**src/hdl/s2rgb_pkg.sv**
```systemverilog
// Shared types and palette constants for the scalar to RGB color map.
`default_nettype none

package s2rgb_pkg;

  // Configuration register index.
  typedef enum logic {
    REG_RANGE_LOW  = 1'b0,
    REG_RANGE_HIGH = 1'b1
  } reg_index_t;

  // Classification of one item, made at the front and carried to the output.
  typedef struct packed {
    logic flat;    // range_high not above range_low
    logic bright;  // sample above range_high (flat range only)
    logic neg;     // sample below range_low
  } item_flags_t;

  // Ramp slope: 4 * 255.
  localparam int SLOPE = 1020;

  // Ramp breakpoints in units of 1/255 (scaled by the fraction width downstream).
  localparam int RED_RISE   = 389;
  localparam int RED_FALL   = 1155;
  localparam int GRN_A_RISE = 133;
  localparam int GRN_A_FALL = 644;
  localparam int GRN_B_RISE = 392;
  localparam int GRN_B_FALL = 900;
  localparam int BLU_RISE   = -127;
  localparam int BLU_FALL   = 640;

  localparam logic [7:0] CHAN_MAX = 8'd255;
  localparam logic [7:0] CHAN_MIN = 8'd0;

endpackage

`default_nettype wire

```
**src/hdl/s2rgb_queue.sv**
```systemverilog
// Small register FIFO between the front and the back of the color map.
`default_nettype none

module s2rgb_queue #(
  parameter int WIDTH = 8,
  parameter int DEPTH = 2
) (
  input  wire logic             clk,
  input  wire logic             rst,
  input  wire logic             push,
  input  wire logic [WIDTH-1:0] push_data,
  output logic                  full,
  input  wire logic             pop,
  output logic [WIDTH-1:0]      pop_data,
  output logic                  empty
);

  localparam int AW = (DEPTH > 1) ? $clog2(DEPTH) : 1;

  logic [WIDTH-1:0] mem [DEPTH];
  logic [AW-1:0]    wr_ptr;
  logic [AW-1:0]    rd_ptr;
  logic [AW:0]      count;

  logic do_push;
  logic do_pop;

  assign full     = (count == (AW+1)'(DEPTH));
  assign empty    = (count == '0);
  assign do_push  = push && !full;
  assign do_pop   = pop && !empty;
  assign pop_data = mem[rd_ptr];

  always_ff @(posedge clk) begin
    if (do_push) begin
      mem[wr_ptr] <= push_data;
    end
  end

  always_ff @(posedge clk) begin
    if (rst) begin
      wr_ptr <= '0;
      rd_ptr <= '0;
      count  <= '0;
    end else begin
      if (do_push) begin
        wr_ptr <= (wr_ptr == AW'(DEPTH - 1)) ? '0 : wr_ptr + 1'b1;
      end
      if (do_pop) begin
        rd_ptr <= (rd_ptr == AW'(DEPTH - 1)) ? '0 : rd_ptr + 1'b1;
      end
      case ({do_push, do_pop})
        2'b10:   count <= count + 1'b1;
        2'b01:   count <= count - 1'b1;
        default: count <= count;
      endcase
    end
  end

endmodule

`default_nettype wire

```
**src/hdl/s2rgb_front.sv**
```systemverilog
// Front end: takes an item, classifies it against the range and forms the divide operands.
`default_nettype none

module s2rgb_front #(
  parameter int SAMPLE_WIDTH = 32
) (
  input  wire logic                    clk,
  input  wire logic                    rst,
  input  wire logic                    start,
  output logic                         busy,
  input  wire logic [SAMPLE_WIDTH-1:0] sample,
  input  wire logic [SAMPLE_WIDTH-1:0] range_low,
  input  wire logic [SAMPLE_WIDTH-1:0] range_high,
  output logic                         out_valid,
  output s2rgb_pkg::item_flags_t       out_flags,
  output logic [SAMPLE_WIDTH-1:0]      out_mag,
  output logic [SAMPLE_WIDTH-1:0]      out_den,
  input  wire logic                    out_ready
);

  import s2rgb_pkg::*;

  localparam logic [SAMPLE_WIDTH-1:0] SIGN_BIT = {1'b1, {(SAMPLE_WIDTH-1){1'b0}}};

  // Offset binary: unsigned order matches signed order.
  logic [SAMPLE_WIDTH-1:0] s_ofs;
  logic [SAMPLE_WIDTH-1:0] lo_ofs;
  logic [SAMPLE_WIDTH-1:0] hi_ofs;
  item_flags_t             flags_next;
  logic [SAMPLE_WIDTH-1:0] mag_next;
  logic [SAMPLE_WIDTH-1:0] den_next;
  logic                    load;
  logic                    drain;

  always_comb begin
    s_ofs             = sample ^ SIGN_BIT;
    lo_ofs            = range_low ^ SIGN_BIT;
    hi_ofs            = range_high ^ SIGN_BIT;
    flags_next.flat   = (hi_ofs <= lo_ofs);
    flags_next.bright = (s_ofs > hi_ofs);
    flags_next.neg    = (s_ofs < lo_ofs);
    mag_next          = flags_next.neg ? (lo_ofs - s_ofs) : (s_ofs - lo_ofs);
    den_next          = hi_ofs - lo_ofs;
  end

  assign drain = out_valid && out_ready;
  assign busy  = out_valid && !out_ready;
  assign load  = start && !busy;

  always_ff @(posedge clk) begin
    if (rst) begin
      out_valid <= 1'b0;
    end else if (load) begin
      out_valid <= 1'b1;
    end else if (drain) begin
      out_valid <= 1'b0;
    end
  end

  always_ff @(posedge clk) begin
    if (load) begin
      out_flags <= flags_next;
      out_mag   <= mag_next;
      out_den   <= den_next;
    end
  end

endmodule

`default_nettype wire

```
**src/hdl/s2rgb_div.sv**
```systemverilog
// Pipelined restoring divider: one quotient bit per stage, then saturation to signed x.
`default_nettype none

module s2rgb_div #(
  parameter int SAMPLE_WIDTH  = 32,
  parameter int FRACTION_BITS = 16
) (
  input  wire logic                    clk,
  input  wire logic                    rst,
  input  wire logic                    in_valid,
  input  wire s2rgb_pkg::item_flags_t  in_flags,
  input  wire logic [SAMPLE_WIDTH-1:0] in_mag,
  input  wire logic [SAMPLE_WIDTH-1:0] in_den,
  output logic                         out_valid,
  output s2rgb_pkg::item_flags_t       out_flags,
  output logic signed [FRACTION_BITS+1:0] out_x
);

  import s2rgb_pkg::*;

  localparam int W  = SAMPLE_WIDTH;
  localparam int F  = FRACTION_BITS;
  localparam int XW = F + 2;

  localparam logic [XW-1:0] ONE_T   = XW'(1) << F;
  localparam logic [XW-1:0] TWO_T   = XW'(2) << F;
  localparam logic [XW-1:0] X_MAX   = TWO_T - XW'(1);
  localparam logic [XW-1:0] X_MIN   = XW'(0) - ONE_T;

  // Stage k holds the quotient after k fraction bits.
  logic        stg_valid [F+1];
  item_flags_t stg_flags [F+1];
  logic        stg_over  [F+1];
  logic [W-1:0] stg_den  [F+1];
  logic [W-1:0] stg_rem  [F+1];
  logic [F:0]   stg_quot [F+1];

  // Stage 0: integer part (0, 1 or saturated).
  logic         over0;
  logic         qbit0;
  logic [W-1:0] rem0;

  always_comb begin
    over0 = ({1'b0, in_mag} >= {in_den, 1'b0});
    qbit0 = (in_mag >= in_den);
    rem0  = qbit0 ? (in_mag - in_den) : in_mag;
  end

  always_ff @(posedge clk) begin
    if (rst) begin
      stg_valid[0] <= 1'b0;
    end else begin
      stg_valid[0] <= in_valid;
    end
  end

  always_ff @(posedge clk) begin
    stg_flags[0] <= in_flags;
    stg_over[0]  <= over0;
    stg_den[0]   <= in_den;
    stg_rem[0]   <= rem0;
    stg_quot[0]  <= {{F{1'b0}}, qbit0};
  end

  for (genvar k = 1; k <= F; k++) begin : g_bit
    logic [W:0]   rem2;
    logic         qbit;
    logic [W-1:0] rem_next;

    always_comb begin
      rem2     = {stg_rem[k-1], 1'b0};
      qbit     = (rem2 >= {1'b0, stg_den[k-1]});
      rem_next = qbit ? W'(rem2 - {1'b0, stg_den[k-1]}) : W'(rem2);
    end

    always_ff @(posedge clk) begin
      if (rst) begin
        stg_valid[k] <= 1'b0;
      end else begin
        stg_valid[k] <= stg_valid[k-1];
      end
    end

    always_ff @(posedge clk) begin
      stg_flags[k] <= stg_flags[k-1];
      stg_over[k]  <= stg_over[k-1];
      stg_den[k]   <= stg_den[k-1];
      stg_rem[k]   <= rem_next;
      stg_quot[k]  <= {stg_quot[k-1][F-1:0], qbit};
    end
  end

  // Saturate to [-1, 2) and apply the sign.
  logic [XW-1:0] t_mag;
  logic [XW-1:0] x_next;

  always_comb begin
    t_mag = stg_over[F] ? TWO_T : {1'b0, stg_quot[F]};
    if (stg_flags[F].neg) begin
      x_next = (t_mag > ONE_T) ? X_MIN : (XW'(0) - t_mag);
    end else begin
      x_next = (t_mag >= TWO_T) ? X_MAX : t_mag;
    end
  end

  always_ff @(posedge clk) begin
    if (rst) begin
      out_valid <= 1'b0;
    end else begin
      out_valid <= stg_valid[F];
    end
  end

  always_ff @(posedge clk) begin
    out_flags <= stg_flags[F];
    out_x     <= signed'(x_next);
  end

endmodule

`default_nettype wire

```
**src/hdl/s2rgb_shade.sv**
```systemverilog
// Palette back end: scales x, evaluates the channel ramps and clamps to 8 bits.
`default_nettype none

module s2rgb_shade #(
  parameter int FRACTION_BITS = 16
) (
  input  wire logic                        clk,
  input  wire logic                        rst,
  input  wire logic                        in_valid,
  input  wire s2rgb_pkg::item_flags_t      in_flags,
  input  wire logic signed [FRACTION_BITS+1:0] in_x,
  output logic                             done,
  output logic [7:0]                       red,
  output logic [7:0]                       green,
  output logic [7:0]                       blue
);

  import s2rgb_pkg::*;

  localparam int F  = FRACTION_BITS;
  localparam int VW = F + 14;

  localparam logic signed [11:0]   SLOPE_S = 12'(SLOPE);
  localparam logic signed [VW-1:0] K_RED_R = VW'(RED_RISE) <<< F;
  localparam logic signed [VW-1:0] K_RED_F = VW'(RED_FALL) <<< F;
  localparam logic signed [VW-1:0] K_GA_R  = VW'(GRN_A_RISE) <<< F;
  localparam logic signed [VW-1:0] K_GA_F  = VW'(GRN_A_FALL) <<< F;
  localparam logic signed [VW-1:0] K_GB_R  = VW'(GRN_B_RISE) <<< F;
  localparam logic signed [VW-1:0] K_GB_F  = VW'(GRN_B_FALL) <<< F;
  localparam logic signed [VW-1:0] K_BLU_R = VW'(BLU_RISE) <<< F;
  localparam logic signed [VW-1:0] K_BLU_F = VW'(BLU_FALL) <<< F;

  function automatic logic signed [VW-1:0] vmin(input logic signed [VW-1:0] a,
                                                input logic signed [VW-1:0] b);
    return (a < b) ? a : b;
  endfunction

  // Negative clamps to 0, integer part above 255 clamps to 255.
  function automatic logic [7:0] to_chan(input logic signed [VW-1:0] v);
    logic signed [VW-1:0] ipart;
    ipart = v >>> F;
    if (v < 0) begin
      return CHAN_MIN;
    end else if (ipart > VW'(CHAN_MAX)) begin
      return CHAN_MAX;
    end else begin
      return ipart[7:0];
    end
  endfunction

  // Stage A: x4 = 1020 * x.
  logic                 a_valid;
  item_flags_t          a_flags;
  logic signed [VW-1:0] a_x4;

  always_ff @(posedge clk) begin
    if (rst) begin
      a_valid <= 1'b0;
    end else begin
      a_valid <= in_valid;
    end
  end

  always_ff @(posedge clk) begin
    a_flags <= in_flags;
    a_x4    <= in_x * SLOPE_S;
  end

  // Stage B: ramps and clamping.
  logic signed [VW-1:0] red_v;
  logic signed [VW-1:0] grn_a;
  logic signed [VW-1:0] grn_b;
  logic signed [VW-1:0] grn_v;
  logic signed [VW-1:0] blu_v;
  logic [7:0]           flat_c;
  logic [7:0]           red_next;
  logic [7:0]           green_next;
  logic [7:0]           blue_next;

  always_comb begin
    red_v  = vmin(a_x4 - K_RED_R, K_RED_F - a_x4);
    grn_a  = vmin(a_x4 - K_GA_R, K_GA_F - a_x4);
    grn_b  = vmin(a_x4 - K_GB_R, K_GB_F - a_x4);
    grn_v  = (grn_a > grn_b) ? grn_a : grn_b;
    blu_v  = vmin(a_x4 - K_BLU_R, K_BLU_F - a_x4);
    flat_c = a_flags.bright ? CHAN_MAX : CHAN_MIN;
    if (a_flags.flat) begin
      red_next   = flat_c;
      green_next = flat_c;
      blue_next  = flat_c;
    end else begin
      red_next   = to_chan(red_v);
      green_next = to_chan(grn_v);
      blue_next  = to_chan(blu_v);
    end
  end

  always_ff @(posedge clk) begin
    if (rst) begin
      done <= 1'b0;
    end else begin
      done <= a_valid;
    end
  end

  always_ff @(posedge clk) begin
    red   <= red_next;
    green <= green_next;
    blue  <= blue_next;
  end

endmodule

`default_nettype wire

```
**src/hdl/scalar_to_rgb_palette_top.sv**
```systemverilog
// Top level of the scalar to RGB false-color map.
`default_nettype none

// Maps one signed scalar sample per item to an RGB triple. The sample is
// normalized against range_low/range_high to a fixed-point x in [-1, 2) with
// FRACTION_BITS fraction bits, then run through a piecewise-linear palette
// (blue, cyan, green, yellow, red). If range_high is not above range_low, all
// channels are 255 for a sample above range_high and 0 otherwise.
// Rate: one item per clock, every clock; busy stays low in normal use since
// the result side never stalls. From the start edge to the done cycle an
// item passes the front register, the two-entry queue, the pipelined divider
// (one quotient bit per stage), its saturation stage and the two palette
// stages. Each result is on red/green/blue for exactly one cycle with done
// high; the receiver cannot hold it off. Range registers are written through
// wr_en/wr_index/wr_data and must only change while no item is in flight.
module scalar_to_rgb_palette_top #(
  parameter int SAMPLE_WIDTH  = 32,
  parameter int FRACTION_BITS = 16
) (
  input  wire logic                    clk,
  input  wire logic                    rst,
  input  wire logic                    start,
  output logic                         busy,
  input  wire logic [SAMPLE_WIDTH-1:0] sample,
  input  wire logic                    wr_en,
  input  wire s2rgb_pkg::reg_index_t   wr_index,
  input  wire logic [SAMPLE_WIDTH-1:0] wr_data,
  output logic                         done,
  output logic [7:0]                   red,
  output logic [7:0]                   green,
  output logic [7:0]                   blue
);

  import s2rgb_pkg::*;

  localparam int FLAG_W  = $bits(item_flags_t);
  localparam int QW      = FLAG_W + 2 * SAMPLE_WIDTH;
  localparam logic [SAMPLE_WIDTH-1:0] HIGH_RESET = SAMPLE_WIDTH'(65536);

  // Range registers.
  logic [SAMPLE_WIDTH-1:0] range_low;
  logic [SAMPLE_WIDTH-1:0] range_high;

  always_ff @(posedge clk) begin
    if (rst) begin
      range_low  <= '0;
      range_high <= HIGH_RESET;
    end else if (wr_en) begin
      case (wr_index)
        REG_RANGE_LOW:  range_low  <= wr_data;
        REG_RANGE_HIGH: range_high <= wr_data;
        default: ;
      endcase
    end
  end

  // Front: classify and form operands.
  logic                    f_valid;
  item_flags_t             f_flags;
  logic [SAMPLE_WIDTH-1:0] f_mag;
  logic [SAMPLE_WIDTH-1:0] f_den;
  logic                    q_full;
  logic                    q_empty;
  logic [QW-1:0]           q_data;

  s2rgb_front #(
    .SAMPLE_WIDTH(SAMPLE_WIDTH)
  ) u_front (
    .clk        (clk),
    .rst        (rst),
    .start      (start),
    .busy       (busy),
    .sample     (sample),
    .range_low  (range_low),
    .range_high (range_high),
    .out_valid  (f_valid),
    .out_flags  (f_flags),
    .out_mag    (f_mag),
    .out_den    (f_den),
    .out_ready  (!q_full)
  );

  // Queue between front and back; the back drains it every cycle.
  s2rgb_queue #(
    .WIDTH(QW),
    .DEPTH(2)
  ) u_queue (
    .clk       (clk),
    .rst       (rst),
    .push      (f_valid),
    .push_data ({f_flags, f_mag, f_den}),
    .full      (q_full),
    .pop       (!q_empty),
    .pop_data  (q_data),
    .empty     (q_empty)
  );

  item_flags_t             b_flags;
  logic [SAMPLE_WIDTH-1:0] b_mag;
  logic [SAMPLE_WIDTH-1:0] b_den;

  assign b_flags = item_flags_t'(q_data[QW-1 -: FLAG_W]);
  assign b_mag   = q_data[2*SAMPLE_WIDTH-1 -: SAMPLE_WIDTH];
  assign b_den   = q_data[SAMPLE_WIDTH-1:0];

  // Back: divide, then palette.
  logic                           d_valid;
  item_flags_t                    d_flags;
  logic signed [FRACTION_BITS+1:0] d_x;

  s2rgb_div #(
    .SAMPLE_WIDTH (SAMPLE_WIDTH),
    .FRACTION_BITS(FRACTION_BITS)
  ) u_div (
    .clk       (clk),
    .rst       (rst),
    .in_valid  (!q_empty),
    .in_flags  (b_flags),
    .in_mag    (b_mag),
    .in_den    (b_den),
    .out_valid (d_valid),
    .out_flags (d_flags),
    .out_x     (d_x)
  );

  s2rgb_shade #(
    .FRACTION_BITS(FRACTION_BITS)
  ) u_shade (
    .clk      (clk),
    .rst      (rst),
    .in_valid (d_valid),
    .in_flags (d_flags),
    .in_x     (d_x),
    .done     (done),
    .red      (red),
    .green    (green),
    .blue     (blue)
  );

endmodule

`default_nettype wire

```
**config.mk**
```make
export PLATFORM = sky130hd
export DESIGN_NAME = scalar_to_rgb_palette_top
export DESIGN_NICKNAME = d
export VERILOG_FILES = /design/src/hdl/s2rgb_pkg.sv /design/src/hdl/s2rgb_queue.sv /design/src/hdl/s2rgb_front.sv /design/src/hdl/s2rgb_div.sv /design/src/hdl/s2rgb_shade.sv /design/src/hdl/scalar_to_rgb_palette_top.sv
export SDC_FILE = /design/constraint.sdc
export NUM_CORES = 2
export LEC_CHECK = 0
export BUFFER_PORTS_ARGS = -buffer_cell sky130_fd_sc_hd__clkbuf_2
export CELL_PAD_IN_SITES_DETAIL_PLACEMENT = 1
export CELL_PAD_IN_SITES_GLOBAL_PLACEMENT = 2
export CORE_MARGIN = 3
export CORE_UTILIZATION = 41
export DETAILED_ROUTE_END_ITERATION = 10
export GPL_ROUTABILITY_DRIVEN = 0
export PLACE_DENSITY = 0.83
export SYNTH_ARGS = -nofsm -noshare
export SYNTH_HDL_FRONTEND = slang
export SYNTH_SLANG_ARGS = --single-unit
```
**constraint.sdc**
```tcl
create_clock -name clk -period 7.9 [get_ports clk]
set_input_delay 1.185 -clock clk [delete_from_list [all_inputs] [get_ports clk]]
set_output_delay 1.185 -clock clk [all_outputs]
set_load 0.03 [all_outputs]
```
==> metrics.md <==
| Metric | Value |
|---|---|
| Worst setup EP type | flop |
| Count leader, synth | dfxtp_1 |
| CP required | 8.64 ns |
| CP startpoint | u_shade.a_x4[13] |
| Period utilisation layout | between 90% and 100% |
| Outcome | finished, final reports clean |
| Initial Utilization | approximately two fifths |
| Startpoint types | flop |
| Mean Syn Cell Area | approximately 9.3 sq um |
| Worst r2r path cells | 27 |
| GRT Resource Usage Total | 21.1% |
| Die X | 455 microns |
| Largest cells by area after synthesis | dfxtp_1 34%, ha_1 13%, edfxtp_1 7.3%, inv_1 4.7%, a21oi_1 4.2% |
| Synth area leader | dfxtp_1 |
| Worst hold path type | reg2reg |
| Worst slew pin tran | roughly 1.3 ns |
| I/O pin cnt | 95 |
| Rows | 164 |
| Slew Viols, Final | 0 |
| RR Startpoint | u_shade.a_x4[13] |
| Post-Synth Adder-Cell Area | 15.2% |
| Xor/xnor share of the synthesized area | a little under 6% |
| Post-route ant nets | 0 |
| First-pass GRT wire length | ~350,000 microns |
| Sequential area share after synthesis | between 40% and 50% |
| FMAX | between 100 and 150 MHz |
| FF+latch count, synth | 1,609 |
| DRC viols | 0 |
| Worst skew pair latency | 0.83 ns |
| Vias per Instance | ~5.2 |
| Setup crit end | u_shade.green[5] |
| Via count | a little over 60,000 |
| FF-to-FF setup slack | 0.53 ns |
| WL/cell | around 19 microns |
| Synth Area in Compound Gates | between 15 and 20% |
| Top cells by count, synth | 1,408 x dfxtp_1, 1,027 x inv_1, 845 x ha_1 |
| Ys flop type | dfxtp_1 |
| Core area | around 200,000 sq um |
| Drt pass-1 iters | 7 |
| Largest net degree at the start of global routing | between 90 and 100 |
| Final Hold Violating Endpoints | 0 |
| Dpl cell area | slightly below 90,000 sq um |
| Post-Place Setup Slack | around 0.25 ns |
| WL final | 221,000 microns |
| Crit path kind | reg2reg |
| Root buf cell | clkbuf_16 |
| Synth async-reset ratio | 0% |
| Clk buf depth | 3 |
| Worst-path fanout max | 9 |
| Mux contribution to synthesized area | approximately 4.2% |
| Synth Warn # | 0 |
| Final setup vio count | 0 |
| Die footprint | 207,000 sq um |
| Reg clk slew, reported paths | around 0.06 ns |
| Cts bufs inserted | about 180 |
| P&R area growth vs syn | 11.9% |
| Synth Area in Simple Gates | between 10% and 20% |
| Clock sink total | roughly 1,600 |
| Main combinational cell family by area after synthesis | compound AO/OA/AOI/OAI gates |
| EDFF count, synth | 201 |
| Crit path arrival time | 8.10 ns |
| Initial antenna violation count | 4 |
| Total of max-cap violations | 0 |
| Post-Layout Inst Area | slightly above 90,000 sq um |
| Die H | around 460 microns |
| TritonCTS clock tree | done |
| Synth Cell Area | just over 80,000 sq um |
| Port Buf Inserts | 94 |
| Final nets | between 10,000 and 15,000 |
| Distinct cells, synth | 94 |
| Share of cells above drive strength 1 | under 10% |
| Post-Syn Instances | approximately 8,900 |
| Rel. slew slack | 12.3% |
| Worst reg2reg endpoint | u_shade.green[5] |
| GRT overflow | 0 |
| Setup Skew | ~0.051 ns |
| Synthesized Nets | 9,890 |
| H-tree depth | 4 |
| PnR worst setup slack | 0.531 ns |
| Final core utilization | about 46% |
| Vias in the first global route | ~66,000 |
| Final Critical Period | about 7.4 ns |
| DRT iter0 DRCs | roughly 2,400 |
| Hpwl dp | 177,000 microns |
| Fillers | 22,800 |
| Share of the synthesized area in the top cell type | about 34% |
critical path: stages (launching register included):
cell and delay [ns]:
dfxtp_1 0.45, nor3_4 0.37, nand3_1 0.15, nor2_1 0.27, ha_1 0.30, inv_1 0.10
ha_1 0.19, a21oi_1 0.28, inv_1 0.10, a311oi_1 0.30, a2111oi_0 0.10, maj3_1 0.35
a31o_2 0.27, a211oi_4 0.46, xnor2_4 0.20, buf_4 0.21, a21boi_0 0.13, a2111oi_2 0.43
ha_1 0.32, and3_1 0.17, a221o_1 0.35, a211oi_1 0.31, o21ai_1 0.24, nor3_4 0.26
mux2i_4 0.29, mux2i_1 0.29, nand2_2 0.15, o31ai_1 0.26
repair_timing:
action                                  4_1_cts  5_1_grt
endpoints found under the setup margin        0        8
hold buffers                                  0        0
setup buffers                                 0        2
gates resized for setup                       0        7
through the flow:
| stage | std cells | hold WS [ns] | TNS (ns) |
|---|---|---|---|
| final | 11800 | 0.322 | 0 |
| after global routing | 11800 | 0.326 | -0.0319 |
| after CTS | 11800 | 0.320 | 0 |
| after detailed placement | 11500 | 0.313 | 0 |
| after global placement | 11500 | 0.310 | 0 |
| after floorplan | 8874 | 0.310 | 0 |
worst min-delay path by stage:
stage	cells after the start	from	endpoint	slack (ns)
finish	0	u_div.stg_over[0][4]	u_div.stg_over[0][5]	0.32
global route	0	u_div.stg_flags[1][6]	u_div.stg_flags[1][9]	0.33
detailed placement	0	u_div.stg_flags[3][3]	u_div.stg_flags[3][6]	0.31
global placement	0	u_div.stg_quot[0][161]	u_div.stg_quot[0][179]	0.31
floorplan	0	u_div.stg_flags[4][1]	u_div.out_flags[1]	0.31
CTS	0	u_div.stg_den[0][205]	u_div.stg_den[0][237]	0.32
metal layers:
layer | share of wire, % | up-vias | GRT usage [%]
met5 | 0.0059 | - | 0
met4 | 5.3 | 2 | 10.1
met3 | 2.6 | 437 | 2.76
met2 | 52 | 777 | 40.4
met1 | 40 | 29800 | 22.7
li1 | - | 30800 | -
cell type report:
class	count	area, sq um	share of cell area [%]
flip-flops and latches	1609	34200	36.9
well taps	2656	3320	3.59
inverters	1030	3870	4.17
multi-input cells	6042	44100	47.6
diodes	11	27.5	0.0297
clock inverters	84	1130	1.22
repair buffers	160	966	1.04
clock buffers	236	5030	5.42
cell usage in the layout (no fill, tap or decap), drive strengths merged, types with 54 or more instances in the layout:
cell type,instances
a31oi,54
xor2,197
o21ai,556
mux2i,72
edfxtp,201
nor3,118
nand2,716
nor2b,153
nand4,110
dfxtp,1408
o31ai,63
mux2,242
ha,845
a21boi,61
a21o,260
clkbuf,330
nand2b,123
buf,66
nor2,539
inv,1042
xnor2,359
a21oi,693
o21bai,65
nand3,114
o21a,72
fa,102
sequential cells by signal, summed over array words and instances (netlist names), 2 cells and up, named ones only:
register / flops
u_div.out_x: 18
u_queue.mem: 134
range_high: 32
u_div.stg_valid: 17
u_shade.red: 8
u_shade.blue: 8
u_div.stg_flags: 51
u_div.stg_quot: 153
u_front.out_den: 32
u_div.stg_rem: 512
u_div.out_flags: 2
u_shade.green: 8
u_front.out_mag: 32
range_low: 32
u_shade.a_flags: 2
u_front.out_flags: 3
u_div.stg_over: 17
u_shade.a_x4: 27
u_queue.count: 2
u_div.stg_den: 512
cells by family (layout without fill, tap and decap cells):
logic type | count (synthesis) | count (layout)
other | 0 | 11
muxes | 314 | 314
xor gates and xnor gates | 556 | 556
adders and majority gates | 948 | 948
and+or+nand+nor | 2125 | 2125
buffers and inverters | 1223 | 1510
AOI/OAI and AO/OA | 2099 | 2099
DFF | 1609 | 1609
Power is not shown: default switching activity piles up to over one toggle a cycle in this logic, so the estimate is an artifact.
